--- src/hw/rtl/u64a_pkg.sv ---
package u64a_pkg;

	// Widths fixed by the item format
	localparam int VALUE_W         = 64;
	localparam int DEF_VALUE_WIDTH = 64;
	localparam int CHAR_W          = 7;
	localparam int DIGIT_W         = 4;

	// ASCII bases and the double dabble correction
	localparam logic [CHAR_W-1:0]  ASCII_ZERO = 7'd48;
	localparam logic [CHAR_W-1:0]  ASCII_A    = 7'd65;
	localparam logic [DIGIT_W-1:0] DEC_TEN    = 4'd10;
	localparam logic [DIGIT_W-1:0] DAB_LIMIT  = 4'd5;
	localparam logic [DIGIT_W-1:0] DAB_ADD    = 4'd3;

	// Control from the sequencer to the digit register
	typedef struct packed {
		logic load;    // start a new item
		logic hex;     // with load: place the value as hex digits, else clear
		logic step;    // one double dabble step
		logic bit_in;  // with step: next value bit, MSB first
		logic shift;   // drop the top digit
	} dig_ctl_t;

	function automatic logic [CHAR_W-1:0] digit_to_ascii(input logic [DIGIT_W-1:0] d);
		if (d < DEC_TEN)
			return ASCII_ZERO + CHAR_W'(d);
		return ASCII_A + CHAR_W'(d - DEC_TEN);
	endfunction

endpackage

--- src/hw/rtl/u64a_digits.sv ---
module u64a_digits #(
	parameter int VALUE_WIDTH = 64,
	parameter int DEC_DIGITS  = 20,
	parameter int HEX_DIGITS  = 16
) (
	input  logic                            clk,
	input  u64a_pkg::dig_ctl_t              ctl,
	input  logic [VALUE_WIDTH-1:0]          value,
	output logic [u64a_pkg::DIGIT_W-1:0]    top_digit
);
	import u64a_pkg::*;

	localparam int DW = DEC_DIGITS * DIGIT_W;
	localparam int HW = HEX_DIGITS * DIGIT_W;

	logic [DW-1:0] dig_q;
	logic [DW-1:0] adj;
	logic [HW-1:0] hex_val;
	logic [DW-1:0] hex_load;

	// Correct every BCD digit that would overflow on the next doubling
	always_comb begin
		adj = dig_q;
		for (int i = 0; i < DEC_DIGITS; i++) begin
			if (dig_q[i*DIGIT_W +: DIGIT_W] >= DAB_LIMIT)
				adj[i*DIGIT_W +: DIGIT_W] = dig_q[i*DIGIT_W +: DIGIT_W] + DAB_ADD;
		end
	end

	// Align hex digits so the most significant one sits in the top slot
	assign hex_val  = HW'(value);
	assign hex_load = DW'(hex_val) << (DW - HW);

	// Load, dabble or shift out one digit
	always_ff @(posedge clk) begin
		if (ctl.load) begin
			dig_q <= ctl.hex ? hex_load : '0;
		end else if (ctl.step) begin
			dig_q <= {adj[DW-2:0], ctl.bit_in};
		end else if (ctl.shift) begin
			dig_q <= {dig_q[DW-DIGIT_W-1:0], {DIGIT_W{1'b0}}};
		end
	end

	assign top_digit = dig_q[DW-1 -: DIGIT_W];

endmodule

--- src/hw/rtl/u64_to_ascii_digits.sv ---
// Converts one unsigned number per input item into its ASCII digits, one output
// item per digit, most significant first, without leading zeros; zero gives a
// single '0'. s_tuser selects the radix (0 decimal, 1 hex with upper-case A-F),
// and m_tlast marks the final digit. Only the low VALUE_WIDTH bits of s_tdata
// are used. After the accept a decimal item goes through the bit-serial double
// dabble register, one value bit per cycle; a hex item skips that. Then the
// leading zero digit slots are dropped one by one, and the digits are sent to
// the output register, each held back while it is full and m_tready is low. One
// item is in work at a time; the next is taken while the last digit still waits
// in the output register.
module u64_to_ascii_digits #(
	parameter int VALUE_WIDTH = u64a_pkg::DEF_VALUE_WIDTH
) (
	input  logic                       clk,
	input  logic                       arst_n,
	input  logic                       s_tvalid,
	output logic                       s_tready,
	input  logic [u64a_pkg::VALUE_W-1:0] s_tdata,   // [63:0] value
	input  logic                       s_tuser,   // [0] cmd (0 decimal, 1 hex)
	output logic                       m_tvalid,
	input  logic                       m_tready,
	output logic [7:0]                 m_tdata,   // [6:0] digit_char, [7] zero
	output logic                       m_tlast    // last_digit
);
	import u64a_pkg::*;

	localparam int DEC_DIGITS = (VALUE_WIDTH * 30103) / 100000 + 1;
	localparam int HEX_DIGITS = (VALUE_WIDTH + DIGIT_W - 1) / DIGIT_W;
	localparam int REM_W      = $clog2(DEC_DIGITS + 1);
	localparam int CNT_W      = $clog2(VALUE_WIDTH);

	localparam logic [1:0] ST_IDLE = 2'd0;
	localparam logic [1:0] ST_CONV = 2'd1;
	localparam logic [1:0] ST_SKIP = 2'd2;
	localparam logic [1:0] ST_EMIT = 2'd3;

	logic [1:0]             state_q;
	logic [VALUE_WIDTH-1:0] val_q;
	logic [CNT_W-1:0]       cnt_q;
	logic [REM_W-1:0]       rem_q;
	logic                   out_valid_q;
	logic [CHAR_W-1:0]      out_char_q;
	logic                   out_last_q;

	dig_ctl_t               ctl;
	logic [DIGIT_W-1:0]     top_digit;
	logic                   in_acc;
	logic                   slot_free;
	logic                   emit;

	assign s_tready  = (state_q == ST_IDLE);
	assign in_acc    = s_tvalid && s_tready;
	assign slot_free = !out_valid_q || m_tready;
	assign emit      = (state_q == ST_EMIT) && slot_free;

	// Drive the digit register from the sequencer state
	always_comb begin
		ctl.load   = in_acc;
		ctl.hex    = s_tuser;
		ctl.step   = (state_q == ST_CONV);
		ctl.bit_in = val_q[VALUE_WIDTH-1];
		ctl.shift  = emit ||
			((state_q == ST_SKIP) && (top_digit == '0) && (rem_q > REM_W'(1)));
	end

	u64a_digits #(
		.VALUE_WIDTH (VALUE_WIDTH),
		.DEC_DIGITS  (DEC_DIGITS),
		.HEX_DIGITS  (HEX_DIGITS)
	) u_digits (
		.clk       (clk),
		.ctl       (ctl),
		.value     (s_tdata[VALUE_WIDTH-1:0]),
		.top_digit (top_digit)
	);

	// Sequence conversion, leading zero drop and digit output
	always_ff @(posedge clk or negedge arst_n) begin
		if (!arst_n) begin
			state_q <= ST_IDLE;
			cnt_q   <= '0;
			rem_q   <= '0;
		end else begin
			case (state_q)
				ST_IDLE: begin
					if (in_acc) begin
						cnt_q <= CNT_W'(VALUE_WIDTH - 1);
						if (s_tuser) begin
							rem_q   <= REM_W'(HEX_DIGITS);
							state_q <= ST_SKIP;
						end else begin
							rem_q   <= REM_W'(DEC_DIGITS);
							state_q <= ST_CONV;
						end
					end
				end
				ST_CONV: begin
					cnt_q <= cnt_q - CNT_W'(1);
					if (cnt_q == '0)
						state_q <= ST_SKIP;
				end
				ST_SKIP: begin
					if (ctl.shift)
						rem_q <= rem_q - REM_W'(1);
					else
						state_q <= ST_EMIT;
				end
				ST_EMIT: begin
					if (emit) begin
						rem_q <= rem_q - REM_W'(1);
						if (rem_q == REM_W'(1))
							state_q <= ST_IDLE;
					end
				end
				default: state_q <= ST_IDLE;
			endcase
		end
	end

	// Hold the value bits, MSB first into the dabble register
	always_ff @(posedge clk) begin
		if (in_acc)
			val_q <= s_tdata[VALUE_WIDTH-1:0];
		else if (state_q == ST_CONV)
			val_q <= {val_q[VALUE_WIDTH-2:0], 1'b0};
	end

	// Output register valid flag
	always_ff @(posedge clk or negedge arst_n) begin
		if (!arst_n)
			out_valid_q <= 1'b0;
		else if (emit)
			out_valid_q <= 1'b1;
		else if (m_tready)
			out_valid_q <= 1'b0;
	end

	// Output register payload
	always_ff @(posedge clk) begin
		if (emit) begin
			out_char_q <= digit_to_ascii(top_digit);
			out_last_q <= (rem_q == REM_W'(1));
		end
	end

	assign m_tvalid = out_valid_q;
	assign m_tdata  = {1'b0, out_char_q};
	assign m_tlast  = out_last_q;

endmodule

--- config.mk ---
export PLATFORM = sky130hd
export DESIGN_NAME = u64_to_ascii_digits
export DESIGN_NICKNAME = d
export VERILOG_FILES = /design/src/hw/rtl/u64a_pkg.sv /design/src/hw/rtl/u64a_digits.sv /design/src/hw/rtl/u64_to_ascii_digits.sv
export SDC_FILE = /design/constraint.sdc
export NUM_CORES = 1
export LEC_CHECK = 0
export BUFFER_PORTS_ARGS = -buffer_cell sky130_fd_sc_hd__buf_2
export CORE_ASPECT_RATIO = 1.4
export CORE_MARGIN = 8
export CORE_UTILIZATION = 40
export CTS_CLUSTER_SIZE = 10
export DETAILED_ROUTE_END_ITERATION = 16
export GPL_TIMING_DRIVEN = 0
export HOLD_SLACK_MARGIN = 0.06
export SLEW_MARGIN = 20
export SYNTH_ARGS = -nofsm -noshare
export SYNTH_HDL_FRONTEND = slang
export SYNTH_HIERARCHICAL = 1
export SYNTH_SLANG_ARGS = --single-unit
--- constraint.sdc ---
create_clock -name clk -period 5.4 [get_ports clk]
set_clock_uncertainty 0.05 [all_clocks]
set_input_delay 0.54 -clock clk [delete_from_list [all_inputs] [get_ports clk]]
set_output_delay 0.54 -clock clk [all_outputs]
set_load 0.05 [all_outputs]
# After elaboration in Yosys (flattened, before gate mapping)
# Cells that the tools add are included.
# word_totals
out_inout_bits,11
elab_cells,129
register_bits,166
input_bits,69
# classes
n_reduce_logical,18
n_lt_le_gt_ge,22
n_mux,46
add_sub_neg,25
n_eq_ne,10
# ops
cell,count
$mux W80,4
$mux W64,2
$ge A4 B3 Y1 const B,20
$add A4 B2 Y4 const B,19
$mux W4,19
$mux W5,3
$pmux W5 S3,1
$mux W7,2
$mux W2,6
$pmux W6 S2,1
$pmux W2 S4,1
$add A6 B4 Y7 const A,1
$add A7 B7 Y7 const A,1
$logic_not A6 Y1,1
$mux W3,2
$mux W6,1
$ne A2 B1 Y1 const B,3
$ne A2 B2 Y1 const B,3
$reduce_bool A2 Y1,3
$reduce_bool A3 Y1,2
$sub A6 B1 Y6 const B,1
$eq A5 B1 Y1 const B,1
$gt A5 B1 Y1 const B,1
$reduce_and A5 Y1,1
14 further kinds,22

# Depth between registers and ports, before layout
# depth
depth_word,7
mapped_depth,12
mapped_depth_nobuf,7

# Hierarchy
# The synthesis kept the hierarchy.
# by_module_without_submodules
mod,n_inst,area_per_inst_um2,cells_each,seq_area_each_um2
u64a_digits,1,5504.0,573,2402.3
u64_to_ascii_digits,1,4096.4,279,2512.4

# Least setup slack after synthesis
# OpenSTA, ideal clock, no wires.
# synth_path
path_kind,register to register
startpoint,register state_q[0]
endpoint,"register u_digits.dig_q[0], enable pin"
stages_incl_launch_ff,10
arrival_time_ns,3.731
required_time_ns,4.908
setup_slack_ns,1.177
path_buffers,4
synth_period_minus_slack_ns,4.223
cell_sequence,dfrtp_1 inv_1 ha_1 buf_2 nand2_1 buf_2 buf_2 inv_1 buf_2 or3_1
# synth_rtl
item,line_no,text
"start, declared",u64_to_ascii_digits.sv:37,logic [1:0] state_q;
"start signal, assigned",u64_to_ascii_digits.sv:80,state_q <= ST_IDLE;
"start signal, assigned",u64_to_ascii_digits.sv:90,state_q <= ST_SKIP;
"start signal, assigned",u64_to_ascii_digits.sv:93,state_q <= ST_CONV;
"end signal, assigned",u64a_digits.sv:37,dig_q <= ctl.hex ? hex_load : '0;
"end signal, assigned",u64a_digits.sv:39,"dig_q <= {adj[DW-2:0], ctl.bit_in};"
"end signal, assigned",u64a_digits.sv:41,"dig_q <= {dig_q[DW-DIGIT_W-1:0], {DIGIT_W{1'b0}}};"
"end, declared",u64a_digits.sv:16,logic [DW-1:0] dig_q;

==> flow_summary.toml <==
[clock_tree]
cts_setup_buffers = 0
postCtsResizedCells = 0
cts_tree = "built"
cts.path.max_buffers = 2
cts-root-buf = "clkbuf_16"
hold_buffers = 1
clkLatencyLatePin_ps = 430
numClockSinks = 166
cts.clk_slew.worst_paths_ps = 70
numCtsBuffers = 17
htree_levels = 4

[detailed_routing]
drc = 0
viasPerCell = 5.35
vias = 6816
initialDrtViolationCount = 417
drt-pass1-iter-count = 5
routed_wirelength_mm = 22.0
ant_nets = 0
wl_per_cell_microns = 17.2

[synthesis]
synthCells = 852
synth_ff_type = "edfxtp_1"
ys.warnings.count = 6
ys_seq_area_frac = 0.512
syn_area_sq_um = 9600
async_reset_ff_frac = 0.0843
avgSynthCellArea_sq_um = 11.3
syn-num-nets = 974
netlist-cell-type-count = 57
synth_edf_count = 152
ys_ff_latch = 166

[floorplan]
die-area_sq_um = 29300
die_w_microns = 147
io_pins = 80
start_util = 0.403
fp.coreArea_sq_um = 23800
placementRows = 67
chipHeight_microns = 199

[placed_design]
dpl.cell_count = 1242
pre_cts_slack_ps = 2060
dp_hpwl_mm = 15.9
io_buffers = 78
place_congestion = 0.793

[setup_path]
required_ps = 5500
crit_fanout = 44
r2r-end = "u_digits/dig_q[27]"
critPathKind = "flop to flop"
worstSetupStartpointType = "flop"
worstPathArrival_ps = 3430
r2r_slack_ps = 2070
reg2reg_from = "state_q[0]"
crit_end = "u_digits/dig_q[27]"
cp-end-kind = "flop"
reg2reg_depth = 10
critical_path.startpoint = "state_q[0]"

[layout]
utilization = 0.463
drive_above_1_share = 0.239
fillers = 2218
final_common_cell = "edfxtp_1"
final_cell_mix = "152 x edfxtp_1, 101 x buf_2, 90 x o21ai_0"
fin_nets = 1074
diodes = 0
layout-area-overhead-vs-synth_pct = 14.9
finalNonFillerCells = 1275

[grt]
grtUsageTotal = 0.154
antenna_found_initial = 1
first_global_vias = 6962
grt_max_degree = 45
top_usage_layer = "met2"
use_met1 = 0.177
grt-ovfl-total = 0
use_met3 = 0.0344
met2_usage = 0.276
grt_pass1_wl_mm = 35.7

[timing]
layout_min_cycle_time_ps = 3330
fmax_mhz = 301
max_slew_margin = 0.479
tightest_slew_ps = 781
slew_viol_final = 0
hold_violations = 0
rsz0062_at_grt = "false"
post-route-period-util = 0.616
setup_viol = 0
tns_ps = 0
setup_slack_ps = 2070

[pwr]
p_leak_nw = 4.18
vdd_drop_max_v = 0.000477
powerDensity_nw_per_um2 = 704

[flow_run]
maxCapViolCount = 0

[worst_hold_path]
hold_class = "input pin to flop"

[run_status]
outcome = "finished, final reports clean"
[worst min path at each step]
stage / start / endpoint / slack, ps / cells after the start
2_1_floorplan: arst_n / cnt_q[0] / 190 / 0
3_3_place_gp: arst_n / rem_q[0] / 410 / 1
3_5_place_dp: arst_n / rem_q[0] / 410 / 1
4_1_cts: m_tready / m_tvalid / 330 / 3
5_1_grt: m_tready / m_tvalid / 330 / 3
6_report: m_tready / m_tvalid / 350 / 3
[where the power goes]
| part | internal, mW | switching (mW) | total, mW | leakage [nW] |
|---|---|---|---|---|
| Combinational | 1.51 | 2.03 | 3.54 | 2.27 |
| Clock | 0.683 | 0.523 | 1.21 | 0.275 |
| Sequential | 2.55 | 0.471 | 3.02 | 1.63 |
| Total | 4.75 | 3.02 | 7.77 | 4.18 |
[critical path, cell delays in order, from the launching register on]
cell     delay (ps)
dfrtp_1         390
inv_1            90
ha_1            220
buf_2           190
nand2_1         140
buf_2           320
buf_2           340
inv_1           140
buf_2           220
or3_4           620
buf_16          290
[area by class of cell]
| class | instances | area, sq um | area share |
|---|---|---|---|
| clock buffer | 17 | 425 | 0.0386 |
| multi-input combinational | 588 | 4280 | 0.388 |
| timing repair buffer | 81 | 448 | 0.0406 |
| inverter | 56 | 210 | 0.0191 |
| buffer | 42 | 209 | 0.0189 |
| clock inverter | 15 | 155 | 0.0141 |
| sequential | 166 | 4910 | 0.446 |
| tap | 310 | 388 | 0.0352 |
[Yosys cell counts (10+ instances only)]
master	n	area (sq um)
nor3b_1	35	263
a21oi_1	48	240
nor2_1	23	86.3
dfrtp_1	14	350
a22oi_1	40	300
ha_1	53	663
buf_2	23	115
xnor2_1	18	158
inv_1	55	206
nor3_1	10	50.1
clkbuf_1	13	48.8
nand2b_1	27	169
mux2_2	80	901
o21ai_0	90	450
nand2_1	72	270
o22ai_1	16	100
edfxtp_1	152	4560
[layer usage]
metal | vias up | wire length (microns)
met4 | 2 | 403
met2 | 145 | 11300
met3 | 29 | 970
met5 | - | 8
li1 | 3359 | -
met1 | 3281 | 9330
[metrics by stage]
step / cell area (sq um) / total power [mW] / hold slack, ps
floorplan: 9600 / 5.65 / 194
global placement: 10400 / 6.54 / 415
CTS: 11000 / 7.85 / 327
global route: 11000 / 8.42 / 333
detailed placement: 10400 / 6.60 / 412
finish: 11000 / 7.77 / 348
[registers in the layout (all words and copies together) (netlist names)]
name / flops
u_digits/dig_q: 80
m_tvalid: 1
cnt_q: 6
val_q: 64
state_q: 2
m_tlast: 1
rem_q: 5
out_char_q: 7
[cell families (layout without fill, tap and decap cells)]
kind of cell / count (synthesis) / in the layout / synth area share
buffers and inverters: 98 / 211 / 0.0437
DFF: 166 / 166 / 0.512
muxes: 84 / 84 / 0.0990
adders and majority gates: 53 / 53 / 0.0691
xor gates and xnor gates: 26 / 26 / 0.0237
AOI/OAI and AO/OA: 226 / 226 / 0.143
other: 1 / 1 / 0.000391
and+or+nand+nor: 198 / 198 / 0.110
(Power assumes the default switching activity.)
